File: config.mk
export PLATFORM = sky130hd
export DESIGN_NAME = bts_ratio_div
export DESIGN_NICKNAME = d
export VERILOG_FILES = /design/src/design/bts_pkg.sv /design/src/design/bts_ratio_div.sv
export SDC_FILE = /design/constraint.sdc
export NUM_CORES = 1
export LEC_CHECK = 0
export ABC_AREA = 1
export BUFFER_PORTS_ARGS = -buffer_cell sky130_fd_sc_hd__buf_2
export CAP_MARGIN = 10
export CORE_UTILIZATION = 25
export DETAILED_ROUTE_END_ITERATION = 7
export SLEW_MARGIN = 20
export SYNTH_ARGS = -nofsm -noshare
export SYNTH_HDL_FRONTEND = slang
export SYNTH_SLANG_ARGS = --single-unit
export TNS_END_PERCENT = 100
File: constraint.sdc
create_clock -name clock -period 3.6 [get_ports clock]
set_input_delay 0.36 -clock clock [delete_from_list [all_inputs] [get_ports clock]]
set_output_delay 0.36 -clock clock [all_outputs]
set_load 0.01 [all_outputs]
File: src/design/bts_pkg.sv
`timescale 1ns / 1ps
// Shared types and constants of the bilinear texture scaler.
// No dependencies; all but the texel store refer to it by scoped names.
package bts_pkg;

   // Payload field widths, fixed by the channel formats
   localparam int FUNC_W     = 1;
   localparam int POS_W      = 10;
   localparam int TEXEL_W    = 8;
   localparam int OUT_W      = 11;
   localparam int SRC_REG_W  = 7;
   localparam int DST_REG_W  = 11;
   localparam int OFF_W      = 10;
   localparam int CSR_IDX_W  = 3;
   localparam int CSR_DATA_W = 11;

   // Request function codes
   localparam logic [FUNC_W-1:0] FUNC_LOAD   = 1'b0;
   localparam logic [FUNC_W-1:0] FUNC_SAMPLE = 1'b1;

   // Register map
   localparam logic [CSR_IDX_W-1:0] CSR_SRC_WIDTH     = 3'd0;
   localparam logic [CSR_IDX_W-1:0] CSR_SRC_HEIGHT    = 3'd1;
   localparam logic [CSR_IDX_W-1:0] CSR_DST_WIDTH     = 3'd2;
   localparam logic [CSR_IDX_W-1:0] CSR_DST_HEIGHT    = 3'd3;
   localparam logic [CSR_IDX_W-1:0] CSR_DEST_X_OFFSET = 3'd4;
   localparam logic [CSR_IDX_W-1:0] CSR_DEST_Y_OFFSET = 3'd5;

   // Sample sequencer states
   typedef enum logic [3:0] {
      SEQ_IDLE,
      SEQ_COPY_RD,
      SEQ_COPY_WB,
      SEQ_MUL_PX,
      SEQ_MUL_PY,
      SEQ_RD_A,
      SEQ_RD_B,
      SEQ_RD_C,
      SEQ_RD_D,
      SEQ_MUL_D,
      SEQ_MUL_Q1,
      SEQ_MUL_Q2,
      SEQ_SUM,
      SEQ_DONE
   } seq_state_type;

   // Step ratio divider states
   typedef enum logic [1:0] {
      DIV_IDLE,
      DIV_X,
      DIV_Y
   } div_state_type;

   // Per-sample mode, derived from the size registers
   typedef struct packed {
      logic copy_mode;
      logic step_x;
      logic step_y;
   } sample_mode_type;

   // Top level to sequencer
   typedef struct packed {
      logic start;
      logic take;
   } seq_ctrl_type;

   // Sequencer to top level
   typedef struct packed {
      logic busy;
      logic res_valid;
   } seq_status_type;

endpackage

File: src/design/bts_ratio_div.sv
`timescale 1ns / 1ps
// Restoring divider for the x and y step ratios, one quotient bit per cycle.
// Depends on bts_pkg for the state type.
module bts_ratio_div #(
   parameter int FRAC_BITS = 16,
   parameter int SB        = 6,
   parameter int DDW       = 11
) (
   input  logic                  clock,
   input  logic                  reset,
   input  logic                  restart,
   input  logic [SB-1:0]         src_w_m1,
   input  logic [SB-1:0]         src_h_m1,
   input  logic [DDW-1:0]        dst_w,
   input  logic [DDW-1:0]        dst_h,
   output logic                  busy,
   output logic [SB+FRAC_BITS-1:0] x_ratio,
   output logic [SB+FRAC_BITS-1:0] y_ratio
);

   localparam int RW = SB + FRAC_BITS;
   localparam int CW = $clog2(RW);

   bts_pkg::div_state_type state_ff, state_in;
   logic [CW-1:0]  cnt_ff, cnt_in;
   logic [DDW-1:0] rem_ff, rem_in;
   logic [RW-1:0]  quo_ff, quo_in;
   logic [RW-1:0]  x_ratio_ff, x_ratio_in;
   logic [RW-1:0]  y_ratio_ff, y_ratio_in;

   logic [RW-1:0]  num;
   logic [DDW-1:0] den;
   logic [DDW:0]   shifted;
   logic [DDW:0]   trial;
   logic           geq;
   logic [RW-1:0]  quo_next;

   // Operands of the axis in progress
   always_comb begin
      if (state_ff == bts_pkg::DIV_Y) begin
         num = {src_h_m1, {FRAC_BITS{1'b0}}};
         den = dst_h;
      end else begin
         num = {src_w_m1, {FRAC_BITS{1'b0}}};
         den = dst_w;
      end
   end

   // One restoring step
   assign shifted  = {rem_ff, num[cnt_ff]};
   assign geq      = shifted >= {1'b0, den};
   assign trial    = shifted - {1'b0, den};
   assign quo_next = {quo_ff[RW-2:0], geq};

   // Next state and datapath
   always_comb begin
      state_in   = state_ff;
      cnt_in     = cnt_ff;
      rem_in     = rem_ff;
      quo_in     = quo_ff;
      x_ratio_in = x_ratio_ff;
      y_ratio_in = y_ratio_ff;
      if (restart) begin
         state_in = bts_pkg::DIV_X;
         cnt_in   = CW'(RW - 1);
         rem_in   = '0;
      end else begin
         case (state_ff)
            bts_pkg::DIV_X, bts_pkg::DIV_Y: begin
               rem_in = geq ? trial[DDW-1:0] : shifted[DDW-1:0];
               quo_in = quo_next;
               cnt_in = cnt_ff - CW'(1);
               if (cnt_ff == '0) begin
                  cnt_in = CW'(RW - 1);
                  rem_in = '0;
                  if (state_ff == bts_pkg::DIV_X) begin
                     x_ratio_in = quo_next;
                     state_in   = bts_pkg::DIV_Y;
                  end else begin
                     y_ratio_in = quo_next;
                     state_in   = bts_pkg::DIV_IDLE;
                  end
               end
            end
            default: begin
               state_in = bts_pkg::DIV_IDLE;
            end
         endcase
      end
   end

   // State register; reset starts a fresh computation
   always_ff @(posedge clock) begin
      if (reset) begin
         state_ff   <= bts_pkg::DIV_X;
         cnt_ff     <= CW'(RW - 1);
         rem_ff     <= '0;
         x_ratio_ff <= '0;
         y_ratio_ff <= '0;
      end else begin
         state_ff   <= state_in;
         cnt_ff     <= cnt_in;
         rem_ff     <= rem_in;
         x_ratio_ff <= x_ratio_in;
         y_ratio_ff <= y_ratio_in;
      end
   end

   always_ff @(posedge clock) begin
      quo_ff <= quo_in;
   end

   assign busy    = state_ff != bts_pkg::DIV_IDLE;
   assign x_ratio = x_ratio_ff;
   assign y_ratio = y_ratio_ff;

endmodule

## After elaboration in Yosys (flattened, before gate mapping)

Cells that the tools add are included.

- Register bits after elaboration: 83
- Bits of input ports: 37
- Output and inout port bits: 45

- $add $sub $neg: 2
- $lt $le $gt $ge: 2
- Eq/ne operators: 3
- Multiplexer cells: 10
- Bitwise gates (word level): 3
- Reductions and logical operators: 8

Operators by type and width:

| kind | number |
|---|---|
| $mux 11 | 3 |
| $mux 22 | 1 |
| $ge 12x11->1 | 1 |
| $sub 11x11->11 | 1 |
| $reduce_and 4->1 | 2 |
| $lt 5x6->1 const B | 1 |
| $bmux 1 s5 | 1 |
| $logic_not 5->1 | 1 |
| $mux 5 | 1 |
| $sub 5x1->5 const B | 1 |
| $reduce_or 2->1 | 2 |
| $mux 1 | 3 |
| $not 1->1 | 3 |
| $reduce_or 3->1 | 1 |
| $eq 2x1->1 const B | 1 |
| $eq 2x2->1 const B | 1 |
| $mux 2 | 1 |
| $ne 2x2->1 const B | 1 |
| $reduce_and 2->1 | 1 |
| $reduce_bool 2->1 | 1 |

## Longest topological paths before layout

Gate-level depths: netlist (run 1).

- Depth in word-level cells: 7
- Depth in mapped cells: 21

## Worst setup path before layout (run 1)

Ideal clock, no wire load.

- Kind: reg2reg
- Start point: register state_ff[0]
- End point: register y_ratio_ff[21], in the netlist y_ratio[21]
- Arrival: 2447 ps
- Data required time: 3484 ps
- Slack: 1037 ps
- Cell stages (with the launch flop): 9
- Buffers on the path: 1
- Period minus slack after synthesis: 2563 ps
- Cell sequence: dfxtp_1 inv_1 ha_1 inv_1 nor2_1 nand2_1 clkbuf_1 o21ai_0 nor2_1

- Word-level cells in the longest chain between the ends: 3
- Elaborated cells on any way between the ends: 5
- Those cells by class: eq/ne: 2; bitwise: 1; reduce/logical: 2

Ends and longest elaborated chain:

| item | line | RTL |
|---|---|---|
| from (decl) | bts_ratio_div.sv:24 | `bts_pkg::div_state_type state_ff, state_in;` |
| from (signal assigned) | bts_ratio_div.sv:95 | `state_ff <= bts_pkg::DIV_X;` |
| from (signal assigned) | bts_ratio_div.sv:101 | `state_ff <= state_in;` |
| $eq 2x2->1 or $eq 2x1->1 (tied branches) | bts_ratio_div.sv:68, bts_ratio_div.sv:76 |  |
| $reduce_or 2->1 or $not 1->1 (tied branches) | -- |  |
| $reduce_and 4->1 (no line) (*) | -- |  |
| to (signal assigned) | bts_ratio_div.sv:105 | `y_ratio_ff <= y_ratio_in;` |
| to (decl) | bts_ratio_div.sv:29 | `logic [RW-1:0] y_ratio_ff, y_ratio_in;` |

Mark *: on every way between the ends. The rest lies on a longest branch, timed or not.
A chain may end at the register's enable or synchronous reset.

## Worst setup path after layout (run 1)

- Start point: register state_ff[0]
- End point: register y_ratio_ff[0], in the netlist y_ratio[0]

- Word-level cells in the longest chain between the ends: 5
- Elaborated cells on any way between the ends: 10
- Those cells by class: order compare: 1; eq/ne: 2; mux: 4; bitwise: 1; reduce/logical: 2

Ends and longest elaborated chain:

| item | line | RTL |
|---|---|---|
| $eq 2x2->1 | bts_ratio_div.sv:40, bts_ratio_div.sv:68 |  |
| $mux 22 | bts_ratio_div.sv:40 | `if (state_ff == bts_pkg::DIV_Y) begin` |
| $bmux 1 s5 | bts_ratio_div.sv:50 | `assign shifted = {rem_ff, num[cnt_ff]};` |
| $mux 1 (not written as such) | bts_ratio_div.sv:50 |  |
| $ge 12x11->1 | bts_ratio_div.sv:51 | `assign geq = shifted >= {1'b0, den};` |

Parallel ways exist; a longest one is shown, timed or not. The select of a mux whose other input is x is not followed.

==> results.py, run 1 <==
metrics = {
    "pwr": {
        "ir_drop_uv": 204.6,
        "combPwrFrac_pct": 5.9,
        "total_power_mw": 2.098,
        "p_int_mw": 1.647,
        "leakagePower_nw": 2.259,
        "pwr-share-seq_pct": 47.1,
        "power.share.clock_pct": 47.0,
        "switching_share_pct": 21.51,
        "power.switching_uw": 451.3,
        "p_per_area_nw_per_um2": 418.0,
    },
    "logic_synthesis": {
        "syn_area_um2": 4088,
        "synth_ff_type": "dfxtp_1",
        "ys_async_sr_fraction_pct": 0,
        "synthTopCellsByArea": "dfxtp_1, edfxtp_1, nand2_1, nand3_1, nor2_1",
        "syn-num-nets": 575,
        "synth_edf_count": 21,
        "synthCells": 521,
        "synth_area_leader_cell": "dfxtp_1",
        "seq_area_frac_synth_pct": 45.79,
        "synth_top_area_share_pct": 30.36,
        "ys_ff_latch": 83,
        "ys_top_cells_by_count": "nand2_1, dfxtp_1, nor2_1",
        "synthMostInstantiatedCell": "nand2_1",
        "ys_warn_count": 0,
        "ys_types": 32,
        "syn-mean-instance-area_um2": 7.846,
    },
    "hold_path": {
        "min-delay-path-class": "input pin to flip-flop",
    },
    "routing": {
        "wirelength_um": 10080,
        "avgRoutedWirePerCell_um": 12.29,
        "viasPerCell": 4.355,
        "vias": 3571,
        "dr.pass1.iters": 4,
        "ant_nets": 0,
        "drc": 0,
        "drt-initial-drc-count": 197,
    },
    "cells_and_area": {
        "filler_cell_count": 1719,
        "final_core_util_pct": 31.49,
        "diodes": 0,
        "final_net_count": 653,
        "layout.cells.non_filler": 820,
        "drive_gt1_share_pct": 21.69,
        "areaGrowthSynthToFinish_pct": 22.80,
        "final_area_um2": 5020,
    },
    "floorplan": {
        "dieArea_um2": 16870,
        "initial_core_util_pct": 25.64,
        "coreArea_um2": 15940,
        "die_w_um": 129.9,
        "rows": 46,
        "die_h_um": 129.9,
        "pin_count": 82,
    },
    "global_route": {
        "globalRouteTotalUtil_pct": 12.91,
        "grt_util_met1_pct": 17.42,
        "grt_use_met2_pct": 20.26,
        "grt_pass1_wl_um": 16660,
        "grt_max_degree": 25,
        "grt_antenna_before_repair": 0,
        "grt_overflow": 0,
        "grt_pass1_vias": 3324,
        "gr-usage-met3_pct": 2.624,
        "busiest_layer": "met2",
    },
    "sta": {
        "hold_violations": 0,
        "slew-limit-headroom_pct": 55.36,
        "worst_pin_slew_ps": 668.8,
        "finalCritPeriodShare_pct": 90.29,
        "final.setup.tns_ps": 0,
        "fin_skew_ps": 4.915,
        "final_max_slew_viol_count": 0,
        "final.min_clock_period_ps": 3250,
        "grt_setup_unrepaired": "no",
        "setup_viol": 0,
        "max_freq_ghz": 0.3076,
    },
    "clock_network": {
        "cts_setup_buffers": 0,
        "clk_path_buf_depth": 2,
        "worst_skew_pair.late_latency_ps": 330,
        "cts_resized": 0,
        "clockRootBuffer": "clkbuf_16",
        "htree_levels": 3,
        "cts_tree": "done",
        "clkSlewWorstSetupHoldPaths_ps": 60,
        "cts_made_buffers": 9,
        "clock_sinks": 83,
        "cts-hold-fix-buffers": 0,
    },
    "outcome": {
        "outcome": "complete, no violations",
    },
    "worst_setup_path": {
        "start_kind": "flip-flop",
        "critPathRequiredTime_ps": 3820,
        "end_kind": "flip-flop",
        "arrival_ps": 3470,
        "cp_max_fo": 13,
        "crit_type": "flip-flop to flip-flop",
    },
    "placed_design": {
        "dpl_cell_area_um2": 4701,
        "place_hpwl_um": 7350,
        "io_buffers": 81,
        "gp_congestion": 0.8868,
        "dpl.cell_count": 804,
    },
    "flow_run": {
        "drv_cap": 0,
    },
}
[cell families after synthesis]
kind of cell    share of synthesized area (%)
mux                                     2.449
buf+inv                                 8.754
simple gates                            27.55
fa+ha+maj                               5.387
compound gates                          9.213
flops                                   45.79
xor+xnor                               0.8572
[path summary, 6_finish.rpt]
check	from	end	slack, ps	depth (start not counted)
worst max register to register	state_ff[0]	y_ratio[0]	350	19
worst min-delay path	restart	cnt_ff[2]	340	3
worst max-delay path	state_ff[0]	y_ratio[0]	350	19
worst min register to register	x_ratio[13]	x_ratio[13]	460	2
[per-stage QoR]
| step | hold WS [ps] | worst slack (ps) |
|---|---|---|
| floorplan | 429.1 | 1037 |
| global placement | 446.4 | 516.1 |
| detailed placement | 451.2 | 394.2 |
| CTS | 331.3 | 357.2 |
| global route | 375.2 | 24.34 |
| finish | 336.3 | 349.5 |
[flip-flops by register name, indices dropped and copies added (netlist names)]
register and flops:
y_ratio 22, rem_ff 11, cnt_ff 5, state_ff 2, x_ratio 22, quo_ff 21
[per-layer routing]
metal	up-vias	wire, um	share of wire [%]
li1	1858	-	-
met1	1610	5089	50
met2	92	4459	44
met3	11	385	3.8
met4	0	143	1.4
met5	-	0	0
[worst max-delay path: stages, from the launching register on]
cell and delay [ps]:
dfxtp_1 330, inv_1 100, ha_1 380, inv_2 130, nand2_1 80, nand3_1 60, nand3_1 90, nand2_1 50
nand3_1 110, ha_1 160, inv_1 70, fa_1 420, nand3_1 120, nand3_1 100, nand2_2 190, nand3_2 320
inv_1 210, nand2_1 70, o211ai_1 100, inv_1 50
[layout make-up]
type,count,area [um2],share of cell area (%)
clock buffer,11,242.7,4.836
clock inverter,5,76.32,1.520
inverter,60,225.2,4.487
tap,216,270.3,5.384
sequential,83,1872,37.29
timing repair buffer,90,473.0,9.422
multi-input combinational,355,1861,37.06
[power groups by stage]
stage	clock network (mW)	logic (mW)	registers [mW]
final	0.986	0.123	0.989
after global routing	1.06	0.141	0.991
after CTS	1.01	0.125	0.989
after detailed placement	0	0.124	1.01
after global placement	0	0.124	1.01
after floorplan	0	0.0837	1.00
[cells in the final DEF (no fill, tap or decap), types with 4 or more instances in the layout]
cell and n:
a21oi_1 35, a21oi_2 4, buf_2 81, buf_4 9, clkbuf_16 9, dfxtp_1 62, edfxtp_1 21, ha_1 16
inv_1 54, inv_2 5, mux2i_1 10, nand2_1 116, nand2_2 5, nand3_1 51, nand3_2 5, nand4_1 11
nor2_1 57, nor2_2 5, o21ai_0 26
Note: power is estimated with default switching activity, not from simulation.
==> inputs of run 2 (changes only) <==
--- a/config.mk
+++ b/config.mk
@@ -5,7 +5,6 @@
 export SDC_FILE = /design/constraint.sdc
 export NUM_CORES = 1
 export LEC_CHECK = 0
-export ABC_AREA = 1
 export BUFFER_PORTS_ARGS = -buffer_cell sky130_fd_sc_hd__buf_2
 export CAP_MARGIN = 10
 export CORE_UTILIZATION = 25
==> run 2 against run 1 <==
  * Combinational power decreased by 13%
  * Largest power group unchanged
  * Total power decreased by 9.4%
  * Flip-flop and latch count unchanged
==> results.py, run 2 <==
metrics = {
    "cells_and_area": {
        "layout_common_cells": "nand2_1, buf_2, dfxtp_1, a21oi_1",
        "multi_input_area_um2": 1757,
        "layout.cells.non_filler": 673,
        "final_net_count": 538,
        "mostFrequentLayoutCell": "nand2_1",
        "final_area_um2": 4619,
        "seq_area_um2": 1872,
        "diodes": 0,
        "areaGrowthSynthToFinish_pct": 23.07,
        "filler_cell_count": 1501,
        "drive_gt1_share_pct": 23.52,
        "final_core_util_pct": 31.66,
    },
    "clock_network": {
        "worst_skew_pair.late_latency_ps": 330,
        "cts_made_buffers": 9,
        "clk_path_buf_depth": 2,
        "cts-hold-fix-buffers": 0,
        "clock_sinks": 83,
        "clockRootBuffer": "clkbuf_16",
        "htree_levels": 3,
        "cts_tree": "done",
        "clkSlewWorstSetupHoldPaths_ps": 60,
    },
    "floorplan": {
        "pin_count": 82,
        "die_w_um": 124.5,
        "dieArea_um2": 15510,
        "die_h_um": 124.5,
        "rows": 44,
        "initial_core_util_pct": 25.73,
        "coreArea_um2": 14590,
    },
    "hold_path": {
        "min-delay-path-class": "input pin to flip-flop",
        "hold_depth": 2,
        "min_from": "restart",
        "min_to": "cnt_ff[3]",
    },
    "worst_setup_path": {
        "reg2reg_to": "rem_ff[0]",
        "slowest_stage": "fa_1",
        "worstReg2RegStart": "state_ff[0]",
        "worstRegToRegCells": 14,
        "cpPeakStageDelay_ps": 390,
        "crit_family": "adder cells",
        "start_kind": "flip-flop",
        "crit_path_cell_trace": "inv_1 -> ha_1 -> mux4_2 -> nand2_1 -> o311ai_0 -> nand4b_1 -> ha_1 -> inv_1 -> fa_1 -> nand3_1 -> a31oi_1 -> nor2_1 -> o21ai_2 -> a221o_1",
        "crit_type": "flip-flop to flip-flop",
        "arrival_ps": 3490,
        "critPathRequiredTime_ps": 3810,
        "path_buf_inv": 2,
        "cp_max_fo": 7,
        "critical_path.startpoint": "state_ff[0]",
        "end_kind": "flip-flop",
        "rrSetupSlack_ps": 320,
    },
    "logic_synthesis": {
        "synth_edf_count": 21,
        "synth_simple_gate_area_share_pct": 17.83,
        "syn-num-nets": 457,
        "ys_async_sr_fraction_pct": 0,
        "synthCells": 403,
        "synth-xor-area-share_pct": 1.867,
        "ys_ff_latch": 83,
        "ys_types": 47,
        "ys_top_cells_by_count": "nand2_1, dfxtp_1, a21oi_1",
        "synth_area_leader_cell": "dfxtp_1",
        "ys_warn_count": 0,
        "synthMuxAreaShare_pct": 7.500,
        "syn_area_um2": 3754,
        "seq_area_frac_synth_pct": 49.87,
        "synth_ff_type": "dfxtp_1",
        "synth_top_family_by_area": "simple AND/OR/NAND/NOR gates",
        "synth_compound_area_share_pct": 13.50,
        "synthAdderAreaFrac_pct": 5.867,
        "synth_top_area_share_pct": 33.07,
        "syn-mean-instance-area_um2": 9.314,
        "synthMostInstantiatedCell": "nand2_1",
        "synthTopCellsByArea": "dfxtp_1, edfxtp_1, nand2_1, a21oi_1, mux2i_1",
    },
    "placed_design": {
        "io_buffers": 81,
        "place_hpwl_um": 6522,
        "dpl.cell_count": 654,
        "gp_congestion": 0.7599,
        "dpl_cell_area_um2": 4338,
    },
    "sta": {
        "worst_pin_slew_ps": 819.5,
        "final.setup.tns_ps": 0,
        "grt_setup_unrepaired": "no",
        "slew-limit-headroom_pct": 45.30,
        "final_max_slew_viol_count": 0,
        "hold_violations": 0,
        "max_freq_ghz": 0.3051,
        "final.min_clock_period_ps": 3277,
        "finalCritPeriodShare_pct": 91.03,
        "setup_viol": 0,
        "fin_skew_ps": 8.220,
    },
    "pwr": {
        "power.share.clock_pct": 42.4,
        "p_int_mw": 1.487,
        "power.switching_uw": 414.9,
        "switching_share_pct": 21.82,
        "ir_drop_uv": 176.4,
        "pwr-share-seq_pct": 51.9,
        "p_per_area_nw_per_um2": 411.7,
        "combPwrFrac_pct": 5.6,
        "leakagePower_nw": 1.856,
    },
    "routing": {
        "avgRoutedWirePerCell_um": 13.26,
        "vias": 3061,
        "drc": 0,
        "ant_nets": 0,
        "wirelength_um": 8922,
        "dr.pass1.iters": 4,
        "drt-initial-drc-count": 195,
        "viasPerCell": 4.548,
    },
    "global_route": {
        "grt_overflow": 0,
        "globalRouteTotalUtil_pct": 11.78,
        "grt_pass1_wl_um": 14560,
        "grt_max_degree": 49,
        "grt_pass1_vias": 2936,
        "grt_antenna_before_repair": 0,
    },
    "outcome": {
        "outcome": "complete, no violations",
    },
    "flow_run": {
        "drv_cap": 0,
    },
}
run 2: cell types whose count changed after synthesis, moves of 8 or more:
cell,change
a21oi_1,+18
inv_1,-44
mux2i_1,+11
nand2_1,-8
nand3_1,-45
nand4_1,-8
nor2_1,-46
nor3_1,+9
o21ai_0,-16
run 2: layout make-up:
type | count | share of cell area, %
Tap cell | 184 | 4.984
Multi-Input combinational cell | 291 | 38.03
Sequential cell | 83 | 40.52
Clock buffer | 13 | 5.200
Inverter | 10 | 0.8126
Timing Repair Buffer | 89 | 10.08
Clock inverter | 3 | 0.3792
run 2: worst max path at each step:
| stage | slack (ps) | depth (start not counted) | end |
|---|---|---|---|
| 5_1_grt | 20 | 14 | rem_ff[0] |
| 2_1_floorplan | 600 | 16 | rem_ff[0] |
| 3_5_place_dp | 220 | 14 | rem_ff[6] |
| 6_report | 320 | 14 | rem_ff[0] |
| 3_3_place_gp | 350 | 14 | rem_ff[0] |
| 4_1_cts | 200 | 14 | rem_ff[6] |
run 2: metal layers:
metal  share of wire (%)  track usage, %  vias up
met5                   0               0        -
met4                 2.3           5.741        0
met2                  47           19.24       71
li1                    -               -     1558
met3                 4.2           2.234       17
met1                  47           14.85     1415
run 2: stage by stage:
step	hold slack [ps]	power [mW]	setup slack, ps
CTS	278.2	1.930	198.1
global placement	441.1	1.112	352.5
global route	290.7	1.988	24.77
finish	290.2	1.902	322.9
detailed placement	444.9	1.116	217.2
floorplan	439.3	1.072	603.9
run 2: timing repair:
item,CTS,global route
setup buffers,0,2
resized for setup,0,0
setup endpoints to repair,0,10
run 2: power by group through the flow:
stage / clock, mW / sequential, mW / combinational (mW)
finish: 0.807 / 0.988 / 0.107
global route: 0.878 / 0.989 / 0.121
CTS: 0.834 / 0.988 / 0.108
floorplan: 0 / 1.00 / 0.0698
global placement: 0 / 1.01 / 0.105
detailed placement: 0 / 1.01 / 0.108
run 2: logic make-up after synthesis:
| family | count (synthesis) |
|---|---|
| buffers and inverters | 30 |
| AND/OR/NAND/NOR | 155 |
| AO/OA/AOI/OAI | 85 |
| flip-flops | 83 |
| XOR/XNOR | 8 |
| multiplexers | 25 |
| adder cells (fa/ha/maj) | 17 |
