File: src/design/bts_pkg.sv
`timescale 1ns / 1ps
// Shared types and constants of the bilinear texture scaler.
// No dependencies; all but the texel store refer to it by scoped names.
package bts_pkg;

   // Payload field widths, fixed by the channel formats
   localparam int FUNC_W     = 1;
   localparam int POS_W      = 10;
   localparam int TEXEL_W    = 8;
   localparam int OUT_W      = 11;
   localparam int SRC_REG_W  = 7;
   localparam int DST_REG_W  = 11;
   localparam int OFF_W      = 10;
   localparam int CSR_IDX_W  = 3;
   localparam int CSR_DATA_W = 11;

   // Request function codes
   localparam logic [FUNC_W-1:0] FUNC_LOAD   = 1'b0;
   localparam logic [FUNC_W-1:0] FUNC_SAMPLE = 1'b1;

   // Register map
   localparam logic [CSR_IDX_W-1:0] CSR_SRC_WIDTH     = 3'd0;
   localparam logic [CSR_IDX_W-1:0] CSR_SRC_HEIGHT    = 3'd1;
   localparam logic [CSR_IDX_W-1:0] CSR_DST_WIDTH     = 3'd2;
   localparam logic [CSR_IDX_W-1:0] CSR_DST_HEIGHT    = 3'd3;
   localparam logic [CSR_IDX_W-1:0] CSR_DEST_X_OFFSET = 3'd4;
   localparam logic [CSR_IDX_W-1:0] CSR_DEST_Y_OFFSET = 3'd5;

   // Sample sequencer states
   typedef enum logic [3:0] {
      SEQ_IDLE,
      SEQ_COPY_RD,
      SEQ_COPY_WB,
      SEQ_MUL_PX,
      SEQ_MUL_PY,
      SEQ_RD_A,
      SEQ_RD_B,
      SEQ_RD_C,
      SEQ_RD_D,
      SEQ_MUL_D,
      SEQ_MUL_Q1,
      SEQ_MUL_Q2,
      SEQ_SUM,
      SEQ_DONE
   } seq_state_type;

   // Step ratio divider states
   typedef enum logic [1:0] {
      DIV_IDLE,
      DIV_X,
      DIV_Y
   } div_state_type;

   // Per-sample mode, derived from the size registers
   typedef struct packed {
      logic copy_mode;
      logic step_x;
      logic step_y;
   } sample_mode_type;

   // Top level to sequencer
   typedef struct packed {
      logic start;
      logic take;
   } seq_ctrl_type;

   // Sequencer to top level
   typedef struct packed {
      logic busy;
      logic res_valid;
   } seq_status_type;

endpackage

File: src/design/bts_sample_seq.sv
`timescale 1ns / 1ps
// Sample sequencer: one shared multiplier and accumulator walk through the
// position products, four reads and bilinear weights if scaled. Uses bts_pkg.
module bts_sample_seq #(
   parameter int FRAC_BITS = 16,
   parameter int SB        = 6
) (
   input  logic                          clock,
   input  logic                          reset,
   input  bts_pkg::seq_ctrl_type         ctrl,
   input  bts_pkg::sample_mode_type      mode,
   input  logic [bts_pkg::POS_W-1:0]     start_col,
   input  logic [bts_pkg::POS_W-1:0]     start_row,
   input  logic [bts_pkg::OUT_W-1:0]     start_x,
   input  logic [bts_pkg::OUT_W-1:0]     start_y,
   input  logic [SB+FRAC_BITS-1:0]       x_ratio,
   input  logic [SB+FRAC_BITS-1:0]       y_ratio,
   output logic [2*SB-1:0]               rd_addr,
   input  logic [bts_pkg::TEXEL_W-1:0]   rd_data,
   output bts_pkg::seq_status_type       status,
   output logic [bts_pkg::OUT_W-1:0]     res_x,
   output logic [bts_pkg::OUT_W-1:0]     res_y,
   output logic [bts_pkg::TEXEL_W-1:0]   res_pixel
);

   localparam int RW   = SB + FRAC_BITS;
   localparam int QW   = FRAC_BITS + bts_pkg::TEXEL_W;
   localparam int MA_W = (RW > QW) ? RW : QW;
   localparam int MB_W = (FRAC_BITS + 1 > bts_pkg::POS_W) ? FRAC_BITS + 1 : bts_pkg::POS_W;
   localparam int PW   = MA_W + MB_W;
   localparam int ACW  = FRAC_BITS + 9;

   bts_pkg::seq_state_type state_ff, state_in;

   logic [bts_pkg::POS_W-1:0]   col_ff, col_in;
   logic [bts_pkg::POS_W-1:0]   row_ff, row_in;
   logic [bts_pkg::OUT_W-1:0]   ox_ff, ox_in;
   logic [bts_pkg::OUT_W-1:0]   oy_ff, oy_in;
   logic [SB-1:0]               x_ff, x_in;
   logic [SB-1:0]               y_ff, y_in;
   logic [FRAC_BITS-1:0]        dx_ff, dx_in;
   logic [FRAC_BITS-1:0]        dy_ff, dy_in;
   logic [ACW-1:0]              acc_ff, acc_in;
   logic [ACW-1:0]              q1_ff, q1_in;
   logic [bts_pkg::TEXEL_W-1:0] pix_ff, pix_in;
   logic [PW-1:0]               prod_ff;

   logic [MA_W-1:0]     mul_a;
   logic [MB_W-1:0]     mul_b;
   logic [PW-1:0]       prod_in;
   logic [FRAC_BITS:0]  one_m_dx;
   logic [FRAC_BITS:0]  one_m_dy;
   logic [ACW-1:0]      prod_lo;
   logic [ACW-1:0]      prod_hi;
   logic [ACW-1:0]      sum;
   logic [8:0]          sum_int;
   logic [SB-1:0]       x_nb;
   logic [SB-1:0]       y_nb;

   // Weights and neighbor coordinates
   assign one_m_dx = {1'b1, {FRAC_BITS{1'b0}}} - {1'b0, dx_ff};
   assign one_m_dy = {1'b1, {FRAC_BITS{1'b0}}} - {1'b0, dy_ff};
   assign x_nb     = x_ff + SB'(mode.step_x);
   assign y_nb     = y_ff + SB'(mode.step_y);

   // Shared multiplier, product registered every cycle
   assign prod_in = PW'(mul_a) * PW'(mul_b);
   assign prod_lo = prod_ff[ACW-1:0];
   assign prod_hi = prod_ff[FRAC_BITS +: ACW];
   assign sum     = acc_ff + prod_hi;
   assign sum_int = sum[FRAC_BITS +: 9];

   // Sequencer: next state, operand select, register updates
   always_comb begin
      state_in = state_ff;
      col_in   = col_ff;
      row_in   = row_ff;
      ox_in    = ox_ff;
      oy_in    = oy_ff;
      x_in     = x_ff;
      y_in     = y_ff;
      dx_in    = dx_ff;
      dy_in    = dy_ff;
      acc_in   = acc_ff;
      q1_in    = q1_ff;
      pix_in   = pix_ff;
      mul_a    = '0;
      mul_b    = '0;
      rd_addr  = {col_ff[SB-1:0], row_ff[SB-1:0]};
      case (state_ff)
         bts_pkg::SEQ_IDLE: begin
            if (ctrl.start) begin
               col_in   = start_col;
               row_in   = start_row;
               ox_in    = start_x;
               oy_in    = start_y;
               state_in = mode.copy_mode ? bts_pkg::SEQ_COPY_RD : bts_pkg::SEQ_MUL_PX;
            end
         end
         bts_pkg::SEQ_COPY_RD: begin
            state_in = bts_pkg::SEQ_COPY_WB;
         end
         bts_pkg::SEQ_COPY_WB: begin
            pix_in   = rd_data;
            state_in = bts_pkg::SEQ_DONE;
         end
         bts_pkg::SEQ_MUL_PX: begin
            mul_a    = MA_W'(x_ratio);
            mul_b    = MB_W'(col_ff);
            state_in = bts_pkg::SEQ_MUL_PY;
         end
         bts_pkg::SEQ_MUL_PY: begin
            mul_a    = MA_W'(y_ratio);
            mul_b    = MB_W'(row_ff);
            x_in     = prod_ff[FRAC_BITS +: SB];
            dx_in    = prod_ff[FRAC_BITS-1:0];
            state_in = bts_pkg::SEQ_RD_A;
         end
         bts_pkg::SEQ_RD_A: begin
            y_in     = prod_ff[FRAC_BITS +: SB];
            dy_in    = prod_ff[FRAC_BITS-1:0];
            rd_addr  = {x_ff, prod_ff[FRAC_BITS +: SB]};
            state_in = bts_pkg::SEQ_RD_B;
         end
         bts_pkg::SEQ_RD_B: begin
            // top-left texel arrives
            rd_addr  = {x_nb, y_ff};
            mul_a    = MA_W'(rd_data);
            mul_b    = MB_W'(one_m_dx);
            state_in = bts_pkg::SEQ_RD_C;
         end
         bts_pkg::SEQ_RD_C: begin
            rd_addr  = {x_ff, y_nb};
            mul_a    = MA_W'(rd_data);
            mul_b    = MB_W'(dx_ff);
            acc_in   = prod_lo;
            state_in = bts_pkg::SEQ_RD_D;
         end
         bts_pkg::SEQ_RD_D: begin
            rd_addr  = {x_nb, y_nb};
            mul_a    = MA_W'(rd_data);
            mul_b    = MB_W'(one_m_dx);
            acc_in   = acc_ff + prod_lo;
            state_in = bts_pkg::SEQ_MUL_D;
         end
         bts_pkg::SEQ_MUL_D: begin
            // upper row blend complete
            mul_a    = MA_W'(rd_data);
            mul_b    = MB_W'(dx_ff);
            q1_in    = acc_ff;
            acc_in   = prod_lo;
            state_in = bts_pkg::SEQ_MUL_Q1;
         end
         bts_pkg::SEQ_MUL_Q1: begin
            mul_a    = MA_W'(q1_ff);
            mul_b    = MB_W'(one_m_dy);
            acc_in   = acc_ff + prod_lo;
            state_in = bts_pkg::SEQ_MUL_Q2;
         end
         bts_pkg::SEQ_MUL_Q2: begin
            // acc holds the lower row blend
            mul_a    = MA_W'(acc_ff);
            mul_b    = MB_W'(dy_ff);
            acc_in   = prod_hi;
            state_in = bts_pkg::SEQ_SUM;
         end
         bts_pkg::SEQ_SUM: begin
            pix_in   = (sum_int > 9'd255) ? 8'hFF : sum_int[7:0];
            state_in = bts_pkg::SEQ_DONE;
         end
         bts_pkg::SEQ_DONE: begin
            if (ctrl.take) begin
               state_in = bts_pkg::SEQ_IDLE;
            end
         end
         default: begin
            state_in = bts_pkg::SEQ_IDLE;
         end
      endcase
   end

   always_ff @(posedge clock) begin
      if (reset) begin
         state_ff <= bts_pkg::SEQ_IDLE;
      end else begin
         state_ff <= state_in;
      end
   end

   // Datapath registers
   always_ff @(posedge clock) begin
      col_ff  <= col_in;
      row_ff  <= row_in;
      ox_ff   <= ox_in;
      oy_ff   <= oy_in;
      x_ff    <= x_in;
      y_ff    <= y_in;
      dx_ff   <= dx_in;
      dy_ff   <= dy_in;
      acc_ff  <= acc_in;
      q1_ff   <= q1_in;
      pix_ff  <= pix_in;
      prod_ff <= prod_in;
   end

   assign status.busy      = state_ff != bts_pkg::SEQ_IDLE;
   assign status.res_valid = state_ff == bts_pkg::SEQ_DONE;
   assign res_x            = ox_ff;
   assign res_y            = oy_ff;
   assign res_pixel        = pix_ff;

endmodule

File: config.mk
export PLATFORM = sky130hd
export DESIGN_NAME = bts_sample_seq
export DESIGN_NICKNAME = d
export VERILOG_FILES = /design/src/design/bts_pkg.sv /design/src/design/bts_sample_seq.sv
export SDC_FILE = /design/constraint.sdc
export NUM_CORES = 1
export LEC_CHECK = 0
export BUFFER_PORTS_ARGS = -buffer_cell sky130_fd_sc_hd__buf_4
export CAP_MARGIN = 40
export CELL_PAD_IN_SITES_DETAIL_PLACEMENT = 1
export CELL_PAD_IN_SITES_GLOBAL_PLACEMENT = 2
export CORE_AREA = 2 2 286 231
export DETAILED_ROUTE_END_ITERATION = 12
export DIE_AREA = 0 0 288 233
export PLACE_DENSITY_LB_ADDON = 0.08
export SYNTH_ARGS = -nofsm -noshare
export SYNTH_HDL_FRONTEND = slang
export SYNTH_SLANG_ARGS = --single-unit
File: constraint.sdc
create_clock -name clock -period 7.46 [get_ports clock]
set_input_delay 1.492 -clock clock [delete_from_list [all_inputs] [get_ports clock]]
set_output_delay 1.492 -clock clock [all_outputs]
set_load 0.1 [all_outputs]
# Word-level counts from Yosys, hierarchy flattened

Cells that the tools add are included.

Flip-flop bits (word level): 188
Bits in latches: 0
RAM bits: 0
Memory bits (read-only): 0
Output and inout port bits: 44
Logic and storage cells: 57
Memories kept: 0

Add/subtract/negate cells: 6
$mul: 1
Div/mod/pow operators: 0
Magnitude comparators: 1
Equal/unequal tests: 15
Shift-type cells: 0
Mux-type cells: 10
Bitwise operators: 0
Reductions and logical operators: 11

Operator list:

| cell                     | count |
|---|---|
| $pmux W24 S5             | 1 |
| $pmux W17 S6             | 1 |
| $pmux W25 S3             | 1 |
| $pmux W4 S13             | 1 |
| $add A25 B25 Y25         | 2 |
| $pmux W12 S4             | 1 |
| $mul A24 B17 Y41         | 1 |
| $sub A17 B16 Y17 const A | 2 |
| $eq A4 B4 Y1 const B     | 6 |
| $eq A4 B3 Y1 const B     | 4 |
| $pmux W8 S2              | 1 |
| $add A6 B1 Y6            | 2 |
| $gt A9 B8 Y1 const B     | 1 |
| $eq A4 B2 Y1 const B     | 2 |
| $mux W4                  | 2 |
| $mux W8                  | 1 |
| $reduce_or A2 Y1         | 4 |
| $eq A4 B1 Y1 const B     | 1 |
| $logic_not A4 Y1         | 1 |
| $ne A2 B2 Y1 const B     | 2 |
| $reduce_and A2 Y1        | 2 |
| $reduce_bool A4 Y1       | 1 |
| $reduce_or A4 Y1         | 1 |
| $reduce_bool A3 Y1       | 1 |
| other kinds (2)          | 2 |

# Longest topological paths before layout

Gate-level depths: netlist of run 1.

Depth in word-level cells: 4
Depth in mapped cells: 37
Mapped depth without buffers: 32

# Worst setup path after synthesis of run 1

No wires, ideal clock.

Kind: register to register
From: register state_ff[2]
To: register prod_ff[40]
Setup time: 91 ps
Arrival: 7,758 ps
Setup slack: -388 ps
Stages on the path, launching flop included: 37
Buffers on the path: 6
Clock period less this slack: 7,848 ps
Cell sequence: dfxtp_1 -> clkbuf_2 -> and4bb_4 -> buf_6 -> buf_2 -> clkbuf_1 -> mux2i_1 -> ha_1 -> nand2b_1 -> nor2_4 -> nand2_1 -> xor2_1 -> o211ai_2 -> buf_2 -> nand2_1 -> fa_1 -> inv_1 -> fa_1 -> inv_1 -> fa_1 -> inv_1 -> fa_1 -> fa_1 -> inv_1 -> fa_1 -> inv_1 -> ha_1 -> clkbuf_1 -> a21oi_1 -> nand2_1 -> nand4_1 -> a31o_2 -> a31oi_1 -> o2111ai_1 -> a21o_1 -> and3_1 -> a311oi_1

Word-level cells in the longest chain between the ends: 4
Elaborated cells between the ends (all ways): 14
Those cells by class: mul (1); eq/ne (8); mux (2); reduce/logical (3)

RTL lines:

| what                                                           | line                  | RTL |
|---|---|---|
| from (decl)                                                    | bts_sample_seq.sv:33  | `bts_pkg::seq_state_type state_ff, state_in;` |
| from (signal assigned)                                         | bts_sample_seq.sv:184 | `state_ff <= bts_pkg::SEQ_IDLE;` |
| from (signal assigned)                                         | bts_sample_seq.sv:186 | `state_ff <= state_in;` |
| $eq A4 B4 Y1 or $eq A4 B3 Y1 (tied branches)                   | bts_sample_seq.sv:90  | `case (state_ff)` |
| $reduce_or A4 Y1 (no line) or $reduce_or A2 Y1 (tied branches) | n/a                   |  |
| $pmux W24 S5 or $pmux W17 S6 (tied branches)                   | bts_sample_seq.sv:90  |  |
| $mul A24 B17 Y41 *                                             | bts_sample_seq.sv:67  | `assign prod_in = PW'(mul_a) * PW'(mul_b);` |
| named net prod_in[40]                                          | bts_sample_seq.sv:50  | `logic [PW-1:0] prod_in;` |
| to (signal assigned)                                           | bts_sample_seq.sv:203 | `prod_ff <= prod_in;` |
| to (decl)                                                      | bts_sample_seq.sv:46  | `logic [PW-1:0] prod_ff;` |

The timed path passes the listed nets; every way through them passes the cells marked *.
A chain may end at the register's enable or synchronous reset.

# Worst setup path in the final report of run 1

From: register state_ff[2]
To: register prod_ff[23]

Same word-level chain as after synthesis.

==> results.md, run 1 <==
* Status: finished, violations left
* Failing checks: setup timing
* EDFF count, synth at approximately 140
* List of most frequent post-synthesis cells: 422 x inv_1, 417 x nand2_1, 330 x fa_1
* Slowest cell on the critical path: fa_1
* Post-DP HPWL at between 70 and 80 mm
* Mapped Area at 0.0230 sq mm
* Max-Cap Viols at 0
* First-pass GRT wire length at approximately 130 mm
* # setup viols final at 13
* Slew headroom at approximately half
* Max stage delay on crit path at between 0.5 and 0.6 ns
* Synth Flop Type: edfxtp_1
* Vias in the first global route at approximately 21k
* Seq cells post-synth at 188
* Initial Utilization at approximately 36%
* Final antenna-violating net count at 0
* Remaining global-route overflow at 0
* Register area share after synthesis at a little under a quarter
* H-tree depth at 4
* Critical Path RT at slightly below 8 ns
* Initial antenna violation count at 2
* Synth async-reset ratio at 0%
* Worst EP arrival at between 8 and 9 ns
* Fin crit period at 7.73 ns
* WL final at ~89 mm
* Fin util at 46.4%
* Worst reg2reg path endpoint: prod_ff[23]
* Vias post-DR at 19.8k
* Vias per inst at 5.23
* Pre-antenna DRT Iters at 6
* Post-synth top area cell: fa_1
* Top cells by area, synth: fa_1 29%, edfxtp_1 19%, ha_1 9.1%
* Top-area cell type share of the netlist area at between 20% and 30%
* Critical Path End Type: flip-flop
* Routed len/inst at between 20 and 25 microns
* Largest net degree at the start of global routing at ~50
* Reg2Reg Setup Slack at -0.27 ns
* Pins Over Slew Limit at 0
* Max Clock Freq at between 100 and 150 MHz
* Clk sinks at approximately 190
* Hold Path Class: flip-flop to flip-flop
* Peak VDD IR at 232 uV
* Global-route usage over all layers at 26.8%
* Crit Path Max Fanout at 6
* Hold Buf Count CTS at 0
* Worst Setup EP: prod_ff[23]
* Placed cell count at roughly 3.7k
* CP startpoint: state_ff[2]
* Placer Congestion at 0.902
* Worst R2R Start: state_ff[2]
* Share of layout cells above drive strength 1 at 25.5%
* Least-Margin Pin Slew at 0.754 ns
* Worst-Skew Late Latency at 0.47 ns
* Die X at roughly 290 microns
* Cell Pwr Density at 315 mW/mm^2
* Clock Skew at 0.0137 ns
* Die ar. at 0.0671 sq mm
* Final net count at between 3k and 4k
* DIE HEIGHT at 233 microns
* Top-count cell post-synth: inv_1
* Final WS setup at -0.272 ns
* Post-synth net total at approximately 3.1k
* Area Growth Syn to Fin at 29.2%
* IO Count at 145
* CTS root buf: clkbuf_16
* Cell family with most CP delay: adder cells
* Number of CTS-inserted buffers at 17
* Endpoints failing hold at 0
* Syn Inst Count at 2507
* FP Rows at 83
* Post-route non-filler standard cell count at 3780
* Startpoint types: flip-flop
* CTS clk-pin slew, worst paths at around 0.090 ns
* Most frequent cell on the critical path: fa_1
* Crit path buffers/inverters at 7
* CTS tree: built
* Number of I/O port buffers at 144
* RSZ-0062 raised after global routing: yes
* Synthesis Warnings at 0
* Critical path depth at 30
* Leakage at 0.0135 uW
* WS Path Type: flip-flop to flip-flop
* Mean Syn Cell Area at 9.17 sq um
* Core ar. at 0.0640 sq mm
* R2R depth at 30
* Drt drc at 0
* 1st-iter DRT viols at approximately 1.2k
* Post-synth cell types at between 70 and 80
* CTS max path bufs at 2
* Fin crit share at 104%
per-stage QoR:
stage | hold slack [ns] | total power [uW] | setup WS (ns) | setup TNS, ns | cell area, sq um
after floorplan | 0.466 | 5000 | 0.00320 | 0 | 23100
after global placement | 0.545 | 7700 | -0.460 | -3.38 | 27500
after detailed placement | 0.538 | 7810 | -0.451 | -4.50 | 27600
after CTS | 0.567 | 9040 | -0.180 | -0.864 | 28700
after global routing | 0.583 | 9900 | -0.437 | -4.68 | 29700
final | 0.555 | 9360 | -0.272 | -1.69 | 29700
worst min path at each step:
stage,startpoint,to,slack (ns),cells after the start
final,acc_ff[12],q1_ff[12],0.55,0
after global routing,acc_ff[12],q1_ff[12],0.58,0
after CTS,acc_ff[12],q1_ff[12],0.57,0
after detailed placement,acc_ff[12],q1_ff[12],0.54,0
after global placement,acc_ff[12],q1_ff[12],0.55,0
after floorplan,prod_ff[0],dx_ff[0],0.47,0
flip-flops by register name, indices dropped and copies added, names as in the netlist:
register / count
y_ff: 6
res_y: 11
row_ff: 10
q1_ff: 24
col_ff: 10
x_ff: 6
res_pixel: 8
prod_ff: 41
dy_ff: 16
state_ff: 4
acc_ff: 25
dx_ff: 16
res_x: 11
logic make-up (layout without fill, tap and decap cells):
kind of cell | after synthesis | in the layout | synth area share [%]
AO/OA/AOI/OAI | 362 | 362 | 11.1
AND/OR/NAND/NOR | 838 | 838 | 15.7
other | 0 | 2 | 0
buffers and inverters | 527 | 948 | 8.94
multiplexers | 21 | 21 | 0.920
flip-flops | 188 | 188 | 22.6
XOR/XNOR | 74 | 74 | 2.85
adder cells (fa/ha/maj) | 497 | 497 | 37.8
where the power goes:
group / leakage [uW] / total (uW) / switching (uW) / internal [uW]
sequential: 0.00169 / 1700 / 241 / 1460
combinational: 0.0115 / 6680 / 4140 / 2540
clock: 0.000301 / 984 / 517 / 466
total: 0.0135 / 9360 / 4900 / 4470
final cells by class:
class	instances	area, sq um
clock inverters	15	203
diodes	2	5.00
flip-flops and latches	188	5200
repair buffers	494	4460
inverters	422	1580
fillers	7268	34300
clock buffers	17	425
multi-input cells	1792	16700
well taps	850	1060
layout by cell type, fill, tap and decap left out, types with 20 or more instances in the layout:
cell type  count
nand3_1       28
buf_4        419
ha_1         147
inv_1        391
and2_1        33
nand2_1      391
dfxtp_1       42
clkbuf_16     20
fa_1         320
xnor2_1       33
a21o_1        22
o21ai_0       60
buf_6         22
inv_2         31
a21oi_1       63
nor2_1       209
xor2_1        29
nand4_1       22
buf_12        43
edfxtp_1     143
worst reg2reg max path: cells and delay by family, from the launching register on:
family	cells	cell delay, ns
buffers and inverters	7	0.76
DFF	1	0.32
xor gates and xnor gates	2	0.35
and+or+nand+nor	6	1.17
muxes	1	0.30
AOI/OAI and AO/OA	6	1.36
adders and majority gates	8	3.38
routing by layer:
layer | part of all wire (%) | global-route usage (%) | routed length (microns)
met1 | 46 | 37.2 | 41100
met2 | 48 | 45.4 | 42700
met3 | 3.3 | 2.17 | 2960
met4 | 2.4 | 5.89 | 2180
met5 | 0 | 0 | 0
repair_timing:
item                                    in CTS  in global routing
resized for setup                           73                183
setup buffers                               16                 30
cloned                                       2                  3
endpoints found under the hold margin        0                  0
endpoints found under the setup margin      15                 23
pin swaps                                   34                 79
No activity file was read; power rests on OpenSTA's default activity.
==> run 2, diff against run 1 <==
CTS_CLUSTER_SIZE = 40   (was not set)
RECOVER_POWER = 100   (was not set)
==> run 2 against run 1 <==
Against the previous run: the run ends with capacitance limit, slew limit, setup timing left; global-route usage unchanged; non-clock buffer count unchanged; flip-flop and latch count unchanged; utilization down 0.54 points; sequential power about the same; cell count unchanged; largest cell class unchanged.
==> results.md, run 2 (synthesis results as in run 1) <==
* Status: finished, violations left
* Failing checks: capacitance limit, slew limit, setup timing
* Critical Path RT at 7.83 ns
* WS Path Type: flip-flop to flip-flop
* Placer Congestion at between 0.9 and 1
* DIE HEIGHT at around 230 microns
* Max stage delay on crit path at between 0.5 and 0.6 ns
* First-pass GRT wire length at 133 mm
* Hold_ws at around 0.56 ns
* Largest reg by FF count: prod_ff
* Vias per inst at between 5 and 6
* IO Count at ~150
* Vias in the first global route at about 21k
* Least-Margin Pin Slew at 1.79 ns
* 1st-iter DRT viols at approximately 1.1k
* Top Registers: prod_ff: 41 flops, acc_ff: 25 flops, q1_ff: 24 flops
* Peak VDD IR at 232 uV
* Most frequent cell on the critical path: fa_1
* Clk sinks at roughly 190
* Hold Path Class: flip-flop to flip-flop
* Max reg flops at between 40 and 50
* CTS tree: built
* Setup_tns at -1.45 ns
* Max Clock Freq at around 130 MHz
* Die X at about 290 microns
* CTS max path bufs at 2
* Number of CTS-inserted buffers at 17
* Share of layout cells above drive strength 1 at a little under a quarter
* Drt drc at 0
* Core ar. at between 0.06 and 0.07 sq mm
* Endpoints failing hold at 0
* WL final at ~89 mm
* Routed len/inst at around 24 microns
* Cell Pwr Density at ~310 mW/mm^2
* FP Rows at slightly above 80
* CTS root buf: clkbuf_16
* Max-Cap Viols at 6
* Initial antenna violation count at 2
* Placed cell count at 3701
* Clock Skew at 0.0127 ns
* Global-route usage over all layers at approximately 27%
* Vias post-DR at 19.8k
* Number of I/O port buffers at around 140
* Post-DP HPWL at ~73 mm
* Slowest cell on the critical path: fa_1
* Final antenna-violating net count at 0
* Pre-antenna DRT Iters at 8
* Hold Buf Count CTS at 0
* Most frequent cells in the layout: 391 x inv_1, 391 x nand2_1, 320 x fa_1
* Final WS setup at -0.259 ns
* Largest net degree at the start of global routing at just over 50
* Crit Path Max Fanout at 6
* Remaining global-route overflow at 0
* Multi-input gate area at approximately 0.017 sq mm
* Final net count at 3513
* H-tree depth at 4
* Worst EP arrival at just over 8 ns
* Register area at 0.00520 sq mm
* Worst-Skew Late Latency at about 0.47 ns
* CTS clk-pin slew, worst paths at approximately 0.09 ns
* Fin crit share at 103%
* Initial Utilization at roughly 36%
* Critical Path End Type: flip-flop
* Area Growth Syn to Fin at 27.6%
* Leakage at approximately 0.013 uW
* # setup viols final at 12
* Slew headroom at -19.3%
* Post-route non-filler standard cell count at ~3.8k
* RSZ-0062 raised after global routing: yes
* Pins Over Slew Limit at about 170
* Fin crit period at between 7 and 8 ns
* Die ar. at 0.0671 sq mm
* Fillers at approximately 7.3k
* Startpoint types: flip-flop
run 2: per-stage QoR:
step                      power [uW]  instance area (sq um)  worst slack, ns  utilization (%)
after floorplan                 5000                  23100          0.00320                -
after global placement          7700                  27500           -0.460             43.1
after detailed placement        7810                  27600           -0.451             43.1
after CTS                       9040                  28700           -0.180             44.9
after global routing            9760                  29300           -0.437             45.8
final                           9220                  29300           -0.259             45.9
run 2: final timing paths:
kind / to / start / depth (start not counted) / slack (ns)
setup / recovery: prod_ff[23] / state_ff[2] / 30 / -0.26
hold / removal: q1_ff[12] / acc_ff[12] / 0 / 0.56
setup reg to reg: prod_ff[23] / state_ff[2] / 30 / -0.26
hold reg to reg: q1_ff[12] / acc_ff[12] / 0 / 0.56
run 2: timing repair:
| item | CTS | global route |
|---|---|---|
| setup endpoints to repair | 15 | 23 |
| setup buffers | 16 | 30 |
| gates cloned | 2 | 3 |
| resized for setup | 73 | 183 |
| pin swaps | 34 | 79 |
run 2: power by group:
part	switching, uW	internal [uW]
combinational	4120	2410
sequential	238	1470
clock	518	467
total	4880	4340
run 2: critical path, delay by kind of cell (launching register included):
kind,cells,cell delay [ns]
adder cells (fa/ha/maj),8,3.39
AO/OA/AOI/OAI,6,1.35
AND/OR/NAND/NOR,6,1.13
buffers and inverters,7,0.73
XOR/XNOR,2,0.36
flip-flops,1,0.32
multiplexers,1,0.30
run 2: routing by layer:
metal / track usage [%] / up-vias / wire length (microns)
li1: - / 8991 / -
met1: 37.2 / 10266 / 41300
met2: 45.4 / 404 / 42500
met3: 2.17 / 90 / 2980
met4: 5.89 / 0 / 2190
met5: 0 / - / 0
run 2: cell type report:
cell class	instances	share of cell area (%)
Antenna cell	2	0.0171
Clock buffer	17	1.45
Clock inverter	15	0.691
Inverter	422	5.40
Multi-Input combinational cell	1792	56.8
Sequential cell	188	17.7
Tap cell	850	3.63
Timing Repair Buffer	494	14.3
